==> src/sv/ccs_pkg.sv <==
`timescale 1ns / 1ps
// ----------------------------------------------------------------------------
// ccs_pkg
// Shared types and constants of the cocktail shaker sorter unit.
// ----------------------------------------------------------------------------
package ccs_pkg;

	localparam int unsigned DATA_W = 32;

	// One element travelling along, or held in, the cell chain.
	typedef struct packed {
		logic                     valid;
		logic signed [DATA_W-1:0] value;
	} link_t;

	typedef enum logic [1:0] {
		ST_LOAD,
		ST_SETTLE,
		ST_DRAIN
	} state_t;

endpackage

==> src/sv/ccs_cell.sv <==
`timescale 1ns / 1ps
// ----------------------------------------------------------------------------
// ccs_cell
// Compare-exchange cell: keeps the smaller of its held and arriving values and
// passes the larger one to its right neighbor, or shifts left while draining.
// ----------------------------------------------------------------------------
module ccs_cell (
	input  logic           clk,
	input  logic           arst_n,
	input  ccs_pkg::link_t carry_in,
	input  ccs_pkg::link_t next_in,
	input  logic           shift,
	output ccs_pkg::link_t carry_out,
	output ccs_pkg::link_t stored
);

	ccs_pkg::link_t stored_q;
	ccs_pkg::link_t carry_q;

	always_ff @(posedge clk or negedge arst_n) begin
		if (!arst_n) begin
			stored_q.valid <= 1'b0;
			carry_q.valid  <= 1'b0;
		end else if (shift) begin
			stored_q      <= next_in;
			carry_q.valid <= 1'b0;
		end else if (carry_in.valid) begin
			// An empty cell takes the value; its own empty content goes on as an empty carry.
			if (!stored_q.valid || (carry_in.value < stored_q.value)) begin
				stored_q <= carry_in;
				carry_q  <= stored_q;
			end else begin
				carry_q <= carry_in;
			end
		end else begin
			carry_q.valid <= 1'b0;
		end
	end

	assign carry_out = carry_q;
	assign stored    = stored_q;

endmodule

==> config.mk <==
export PLATFORM = sky130hd
export DESIGN_NAME = ccs_cell
export DESIGN_NICKNAME = d
export VERILOG_FILES = /design/src/sv/ccs_pkg.sv /design/src/sv/ccs_cell.sv
export SDC_FILE = /design/constraint.sdc
export NUM_CORES = 1
export LEC_CHECK = 0
export BUFFER_PORTS_ARGS = -buffer_cell sky130_fd_sc_hd__clkbuf_2
export CAP_MARGIN = 20
export CORE_ASPECT_RATIO = 0.7
export CORE_MARGIN = 3
export CORE_UTILIZATION = 55
export CTS_BUF_LIST = sky130_fd_sc_hd__clkbuf_2
export DETAILED_ROUTE_END_ITERATION = 8
export PLACE_DENSITY = 0.82
export SYNTH_ARGS = -nofsm -noshare
export SYNTH_HDL_FRONTEND = slang
export SYNTH_SLANG_ARGS = --single-unit
export TNS_END_PERCENT = 1
==> constraint.sdc <==
create_clock -name clk -period 11.1 [get_ports clk]
set_input_delay 1.11 -clock clk [delete_from_list [all_inputs] [get_ports clk]]
set_output_delay 1.11 -clock clk [all_outputs]
set_load 0.02 [all_outputs]
==> results of run 1 <==
## critical path, cell delays in order
cell       delay, ps
clkbuf_2         130
ha_2             290
inv_2            780
a21oi_1           90
a211o_1          300
a211oi_4         560
a2111oi_0        250
nor3_2           500
buf_6            230
buf_4            320
## final timing paths
check / from / to / slack (ps) / cells after the start
max: carry_in[31] / stored[2] / 6710 / 10
min: arst_n / stored[32] / 370 / 1
max reg2reg: stored[31] / stored[2] / 6850 / 10
min reg2reg: stored[24] / carry_out[24] / 710 / 2
max in group asynchronous: arst_n / stored[32] / 10610 / 1
min in group clk: stored[24] / carry_out[24] / 710 / 2
## final cells by class
cell class | count | area (µm²) | area share, %
multi-input cells | 342 | 2520 | 45.2
flip-flops and latches | 66 | 1970 | 35.4
repair buffers | 141 | 727 | 13.1
well taps | 116 | 145 | 2.61
inverters | 34 | 128 | 2.29
clock buffers | 11 | 55.1 | 0.988
clock inverters | 5 | 21.3 | 0.382
diodes | 2 | 5.00 | 0.0898
## flip-flops by register name, summed over array words and instances, names as in the netlist
signal	cells
carry_out	33
stored	33
## report_power, final
part / switching (W) / leakage, nW / internal (W)
Sequential: 0.0000118 / 0.623 / 0.000299
Combinational: 0.000135 / 1.58 / 0.0000754
Clock: 0.0000846 / 0.0582 / 0.0000285
Total: 0.000232 / 2.26 / 0.000403
## layout by cell type, fill, tap and decap left out, drive strengths merged
master   count
mux2        32
a211oi       5
and3         1
diode        2
a211o        2
nand2       38
inv         34
or2         31
dfrtp        2
a2111oi      1
nor4         1
clkbuf     145
o2111ai     31
a41oi       31
and3b        1
clkinv       5
o221ai       1
edfxtp      64
o311ai       1
a21o         3
a21oi       43
ha          31
o211ai       1
and4         2
nand4       36
nor2         7
nand3       36
nor3b        1
buf          7
nor3         1
o21ai        5
## metal layers
layer	share of wire (%)	vias up	GRT usage (%)	wire length (µm)
met2	44	258	39.1	5720
met5	0	-	0	0
met4	1.4	0	8.40	186
met3	9.4	24	7.18	1220
met1	45	2145	36.3	5770
li1	-	2138	-	-
## kinds of logic after synthesis
logic type / count (synthesis) / share of synthesized area (%)
flip-flops: 66 / 41.2
buffers and inverters: 80 / 6.80
adder cells (fa/ha/maj): 31 / 8.10
AND/OR/NAND/NOR: 155 / 17.4
AO/OA/AOI/OAI: 124 / 18.9
multiplexers: 32 / 7.53
## per-stage QoR
| step | power [W] | utilization [%] | setup WS (ps) |
|---|---|---|---|
| after floorplan | 0.000462 | - | 5880 |
| after global placement | 0.000511 | 67.3 | 6010 |
| after detailed placement | 0.000522 | 67.3 | 5800 |
| after CTS | 0.000635 | 68.2 | 6400 |
| after global routing | 0.000674 | 68.4 | 6490 |
| final | 0.000635 | 68.4 | 6710 |
==> qor.yml, run 1 <==
cts.sinks: 66
synth_area_per_cell_um2: 9.81
fin_crit_sh_pct: 39.5
synth-seq-cells: 66
ctsResizeCount: 0
fin_area_mm2: 0.00557
drc: 0
drtIter0Drc: 484
vias_per_cell: 6.37
final_max_slew_viol_count: 0
synth_commonest_cells: "edfxtp_1, a21oi_1, nand2_1"
synthCells: 488
grt.total_usage_pct: 26.0
synth.distinct_cells: 36
vias: 4565
layout-drive-gt1-share_pct: 35.1
post_cts_buffers: 0
die_y_um: 84.1
worstSkewPairLatency_ps: 530
ys_warn_count: 0
area_growth_pct: 16.4
place_area_mm2: 0.00548
max-vdd-ir-drop_mv: 0.0642
fin_cells: 717
nets: 694
holdBufCountCts: 0
powerDensity_mw_per_mm2: 114
clock.fmax_ghz: 0.228
fillers: 620
cts_tree: "done"
cts_root_buf: "clkbuf_2"
critPathLaunchType: "input port"
die_w_um: 118
drv_cap: 0
synth_nets: 588
synth_area_mm2: 0.00479
ant_nets: 0
cp_max_fo: 66
dpl.cell_count: 698
cts_max_level: 3
cp.required_ps: 11300
synth_edf_count: 64
post-synth-top-area-cell: "edfxtp_1"
drt-total-wl_mm: 12.9
gp_congestion: 0.801
layout_min_cycle_time_ps: 4390
grt_pass1_vias: 4382
grt_setup_unrepaired: "no"
cp.arrival_ps: 4590
cts_buffers: 9
antenna_found_initial: 1
grt_max_degree: 101
synth_top_area_share_pct: 40.1
yosys-top-cells-area: "edfxtp_1, ha_1, mux2_2"
setup_viol: 0
firstDrtPassIters: 5
placementRows: 27
seq_area_frac_synth_pct: 41.2
die_area_mm2: 0.00988
end_kind: "flip-flop"
tightest_slew_ps: 1080
fin_setup_tns_ps: 0
start_util_pct: 58.8
synth_flop_cell: "edfxtp_1"
synth.most_common_cell: "edfxtp_1"
worst-setup-path-type: "input port to flip-flop"
outcome: "completed"
hpwlAfterDp_mm: 8.69
async_reset_ff_share_pct: 3.03
ios: 135
clockBufferDepth: 2
timing.hold.ws_ps: 366
wl_per_cell_um: 18.0
gr-total-overflow: 0
grt_pass1_wl_mm: 21.2
hold_viol: 0
cellLeakagePower_nw: 2.26
numPortBuffers: 134
hp-class: "input port to async pin"
core_mm2: 0.00814
clk_pin_slew_ps: 150
relSlewSlack_pct: 27.9
skew_ps: 27.2
(Power assumes the default switching activity.)
==> run 2, diff against run 1 <==
ABC_AREA = 1   (was not set)
CORE_UTILIZATION = 52   (was 55)
PLACE_DENSITY = 0.81   (was 0.82)
clock period = 4.57 ns   (was 11.1 ns; I/O delays follow)
==> qor.yml, run 2 <==
outcome: "completed"
ant_nets: 0  # unchanged
vias_per_cell: 4.95  # -22%
synth_top_family_by_area: "simple AND/OR/NAND/NOR gates"
synth_edf_count: 64  # unchanged
area_growth_pct: 22.3
ctsResizeCount: 0  # unchanged
skew_ps: 22.2  # -5.00 ps
worstSkewPairLatency_ps: 500  # -30 ps
drv_cap: 0  # unchanged
die_area_mm2: 0.00850  # -14%
hpwlAfterDp_mm: 6.72  # -23%
final_util_pct: 67.6  # -0.83 points
ios: 135  # unchanged
final_max_slew_viol_count: 0  # unchanged
start_util_pct: 55.3  # -3.5 points
critPathLaunchType: "flip-flop"
cts.sinks: 66  # unchanged
synth.most_common_cell: "inv_1"
layout-drive-gt1-share_pct: 42.2  # +7.2 points
yosys-top-cells-area: "edfxtp_1, ha_1, o21ai_2"
cts_tree: "done"
synth-simple-area-share_pct: 14.8  # -2.6 points
cp_max_fo: 32  # -52%
setup_viol: 0  # unchanged
muxShareOfSynthArea_pct: 0  # -7.5 points
vias: 3082  # -32%
grt_pass1_vias: 2943  # -33%
drt-total-wl_mm: 8.96  # -30%
worst-setup-path-type: "flip-flop to flip-flop"
fin_setup_tns_ps: 0  # unchanged
numPortBuffers: 134  # unchanged
cts_buffers: 9  # unchanged
powerDensity_mw_per_mm2: 311  # +170%
fin_crit_sh_pct: 65.4
nets: 624  # -10%
cp.arrival_ps: 3110  # -1480 ps
relSlewSlack_pct: 34.0  # +6.1 points
clockBufferDepth: 2  # unchanged
tightest_slew_ps: 988  # -92.3 ps
die_y_um: 78.1  # -7.1%
synth_fa_ha_area_share_pct: 10.1  # +2.0 points
grt_setup_unrepaired: "no"
synth_nets: 488  # -17%
hp-class: "input port to flip-flop"
synth_flop_cell: "edfxtp_1"
synthCells: 388  # -20%
fillers: 578  # -6.8%
gp_congestion: 0.837  # +4.5%
diodes: 0  # -2
drc: 0  # unchanged
final_common_cell: "clkbuf_2"
async_reset_ff_share_pct: 3.03  # unchanged
synth_xor_xnor_area_share_pct: 0  # unchanged
synth.distinct_cells: 22  # -39%
cts_max_level: 3  # unchanged
clk_pin_slew_ps: 180  # +30 ps
post_cts_buffers: 0  # unchanged
firstDrtPassIters: 5  # unchanged
post-synth-top-area-cell: "edfxtp_1"
gr-total-overflow: 0  # unchanged
wl_per_cell_um: 14.4  # -20%
layout_min_cycle_time_ps: 2990
max-vdd-ir-drop_mv: 0.132  # +110%
ys_warn_count: 0  # unchanged
synth_area_mm2: 0.00386  # -19%
timing.hold.ws_ps: 193  # -173 ps
grt_pass1_wl_mm: 14.2  # -33%
cts_root_buf: "clkbuf_2"
synth_compound_area_share_pct: 14.2  # -4.8 points
seq_area_frac_synth_pct: 51.1  # +9.9 points
synth_area_per_cell_um2: 9.94  # +1.3%
synth_top_area_share_pct: 49.8  # +9.7 points
grt_max_degree: 67  # -34%
grt.total_usage_pct: 21.7  # -4.3 points
end_kind: "flip-flop"
placementRows: 25  # -7.4%
antenna_found_initial: 0  # -1
clock.fmax_ghz: 0.335
drtIter0Drc: 151  # -69%
cp.required_ps: 4700  # -6600 ps
hold_viol: 0  # unchanged
core_mm2: 0.00698  # -14%
synth-seq-cells: 66  # unchanged
mostFrequentLayoutCells: "clkbuf_2, inv_1, nand2_1"
cellLeakagePower_nw: 2.36  # +4.6%
die_w_um: 109  # -7.3%
synth_commonest_cells: "inv_1, nand2_1, edfxtp_1"
[run 2: cell count changes in the layout (fill, tap and decap cells not counted), moves of 32 or more]
cell | previous run | this run
inv_1 | 33 | 73
nand3_1 | 36 | 4
mux2_2 | 32 | 0
nand4_1 | 36 | 3
o21ai_2 | 0 | 32
[run 2: layout make-up]
type / count / area [µm²] / share of cell area (%)
multi-input combinational: 233 / 1520 / 32.2
sequential: 66 / 1970 / 41.8
clock buffer: 11 / 55.1 / 1.17
clock inverter: 4 / 43.8 / 0.929
timing repair buffer: 138 / 723 / 15.3
inverter: 76 / 285 / 6.05
tap: 94 / 118 / 2.49
[run 2: per-stage QoR]
| stage | std cells | cell area, µm² | worst slack (ps) | power, W |
|---|---|---|---|---|
| final | 622 | 4710 | 1580 | 0.00146 |
| after CTS | 621 | 4690 | 1470 | 0.00147 |
| after global placement | 605 | 4580 | 1460 | 0.00113 |
| after global routing | 622 | 4710 | 1260 | 0.00154 |
| after floorplan | 388 | 3860 | 1010 | 0.00104 |
| after detailed placement | 605 | 4580 | 1410 | 0.00115 |
[run 2: timing repair]
action | in CTS | in global routing
endpoints found under the setup margin | 0 | 0
endpoints found under the hold margin | 2 | 0
hold buffers | 1 | 0
[run 2: power breakdown]
group / internal [W] / switching (W)
Sequential: 0.000723 / 0.0000257
Clock: 0.000125 / 0.000204
Combinational: 0.000140 / 0.000247
Total: 0.000988 / 0.000477
[run 2: cell families after synthesis]
group | Yosys count
buffers and inverters | 89
AND/OR/NAND/NOR | 119
AO/OA/AOI/OAI | 83
adder cells (fa/ha/maj) | 31
flip-flops | 66
[run 2: final timing paths]
kind,start,end,slack (ps),cells after the start
setup reg to reg,stored[5],stored[24],1580,13
setup / recovery,stored[5],stored[24],1580,13
min in group asynchronous,arst_n,stored[32],250,2
max in group asynchronous,arst_n,carry_out[32],4210,2
hold reg to reg,stored[24],carry_out[24],610,2
hold / removal,next_in[32],stored[32],190,3
[run 2: routing by layer]
metal / track usage [%] / vias up / routed length, µm
met5: 0 / - / 0
met4: 7.44 / 0 / 165
met2: 35.9 / 123 / 4330
met3: 5.09 / 14 / 580
li1: - / 1555 / -
met1: 28.0 / 1390 / 3890
[run 2: critical path, cell delays in order, from the launching register on]
cell and delay (ps):
edfxtp_1 460, inv_1 70, ha_1 230, a21oi_1 160, nor2_1 60, nor3_1 130
nand2_1 120, nand2_1 80, nand2_1 60, nand2_1 100, nand3_2 110, nand4_1 150
nand2_1 100, nor2_4 760
==> run 3, diff against run 2 <==
CORE_UTILIZATION = 47   (was 52)
PLACE_DENSITY = 0.77   (was 0.81)
clock period = 2.62 ns   (was 4.57 ns; I/O delays follow)
==> qor.yml, run 3 (synthesized netlist as in run 2, its figures left out) <==
ios: 135  # unchanged
firstDrtPassIters: 4  # -1
worstSkewPairLatency_ps: 510  # about the same
final_util_pct: 66.0  # -1.6 points
grt_pass1_vias: 3010  # +2.3%
cp.required_ps: 2830  # -1870 ps
die_area_mm2: 0.00935  # +9.9%
start_util_pct: 50.7  # -4.6 points
setup_viol: 0  # unchanged
clockBufferDepth: 2  # unchanged
cp.arrival_ps: 2590  # -520 ps
clk_pin_slew_ps: 210  # +30 ps
cts_buffers: 9  # unchanged
worstPathCellList: "inv_1 -> ha_1 -> nand4_1 -> inv_1 -> nand2_2 -> nor4_2 -> nand2_1 -> nand2_1 -> nand2_2 -> nand4_1 -> nand2_1 -> nor2_4 -> buf_12"
die_y_um: 81.8  # +4.8%
grt.total_usage_pct: 20.2  # -1.5 points
grt_max_degree: 35  # -48%
hold_viol: 0  # unchanged
fin_cells: 657  # +5.6%
fin_ws_ps: 238  # -1340 ps
fillers: 664  # +15%
cts_max_level: 3  # unchanged
nets: 654  # +4.8%
hp-class: "input port to flip-flop"
mostFrequentLayoutCells: "clkbuf_2, inv_1, nand2_1"
powerDensity_mw_per_mm2: 506  # +63%
numPortBuffers: 134  # unchanged
dpl_worst_slack_ps: 238  # -1170 ps
outcome: "completed"
worst-setup-path-type: "flip-flop to flip-flop"
critPathLaunchType: "flip-flop"
skew_ps: 23.3  # +1.11 ps
cp_common_cell: "nand2_1"
clock.fmax_ghz: 0.420  # +25%
grt_setup_unrepaired: "no"
core_mm2: 0.00761  # +9.1%
cts.sinks: 66  # unchanged
drt-total-wl_mm: 9.31  # +3.9%
relSlewSlack_pct: 77.5  # +44 points
timing.hold.ws_ps: 51.1  # -142 ps
drv_cap: 0  # unchanged
layout-drive-gt1-share_pct: 40.8  # -1.4 points
placementRows: 26  # +4.0%
cellLeakagePower_nw: 2.48  # +5.1%
antenna_found_initial: 0  # unchanged
gp_congestion: 0.827  # -1.3%
dpl.cell_count: 614  # +1.5%
wl_per_cell_um: 14.2  # -1.7%
fin_setup_tns_ps: 0  # unchanged
slowest_delay_ps: 420  # -340 ps
tightest_slew_ps: 337  # -651 ps
final_max_slew_viol_count: 0  # unchanged
end_kind: "flip-flop"
hpwlAfterDp_mm: 7.01  # +4.3%
die_w_um: 114  # +4.9%
layout_min_cycle_time_ps: 2380  # -605 ps
ant_nets: 0  # unchanged
cts_root_buf: "clkbuf_2"
drc: 0  # unchanged
fin_crit_sh_pct: 90.9  # +26 points
vias: 3163  # +2.6%
area_growth_pct: 30.2
vias_per_cell: 4.81  # -2.8%
cp_max_fo: 32  # unchanged
drtIter0Drc: 145  # -4.0%
grt_pass1_wl_mm: 14.5  # +2.5%
final_common_cell: "clkbuf_2"
gr-total-overflow: 0  # unchanged
slowest_stage: "edfxtp_1"
diodes: 0  # unchanged
max-vdd-ir-drop_mv: 0.268  # +100%
cts_tree: "done"
-- run 3: cell types whose count changed in the layout (fill, tap and decap cells not counted), moves of 2 or more --
cell           change
buf_12             +3
clkinvlp_4         +2
buf_4              +3
clkbuf_2           -2
dlygate4sd3_1     +25
-- run 3: final timing paths --
path	from	to	slack (ps)	cells past startpoint
max in group asynchronous	arst_n	stored[32]	1920	3
min reg2reg	stored[17]	carry_out[17]	610	2
min	next_in[17]	stored[17]	50	3
max reg2reg	stored[31]	stored[17]	240	13
max	stored[31]	stored[17]	240	13
min in group asynchronous	arst_n	carry_out[32]	590	3
-- run 3: per-stage QoR --
step | total power, W | cell area, µm²
global placement | 0.00200 | 4660
CTS | 0.00255 | 4930
finish | 0.00254 | 5020
detailed placement | 0.00202 | 4660
floorplan | 0.00181 | 3860
global route | 0.00271 | 5020
-- run 3: worst max-delay path: cells and delay by family, from the launching register on --
family / cells / cell delay, ps
AND/OR/NAND/NOR: 9 / 910
buffers and inverters: 3 / 390
adder cells (fa/ha/maj): 1 / 360
flip-flops: 1 / 420
-- run 3: per-layer routing --
| metal | share of wire, % | vias to the layer above | track usage [%] |
|---|---|---|---|
| li1 | - | 1615 | - |
| met1 | 44 | 1440 | 26.2 |
| met2 | 50 | 102 | 34.1 |
| met3 | 5.7 | 6 | 5.30 |
| met4 | 0.86 | 0 | 5.22 |
| met5 | 0 | - | 0 |
-- run 3: cell type report --
class | instances | area [µm²] | area share (%)
Inverter | 76 | 285 | 5.68
Multi-Input combinational cell | 233 | 1520 | 30.3
Tap cell | 98 | 123 | 2.44
Clock inverter | 7 | 45.0 | 0.897
Timing Repair Buffer | 168 | 1030 | 20.5
Clock buffer | 9 | 45.0 | 0.897
Sequential cell | 66 | 1970 | 39.3
-- run 3: power by group --
| group | total [W] | switching (W) | internal (W) |
|---|---|---|---|
| clock network | 0.000514 | 0.000393 | 0.000121 |
| registers | 0.00131 | 0.0000445 | 0.00126 |
| logic | 0.000720 | 0.000437 | 0.000283 |
| total | 0.00254 | 0.000874 | 0.00167 |
-- run 3: what timing repair did --
item | 4_1_cts | 5_1_grt
gates resized for setup | 0 | 0
endpoints found under the hold margin | 18 | 8
hold buffers | 18 | 8
setup buffers | 0 | 1
endpoints found under the setup margin | 0 | 2
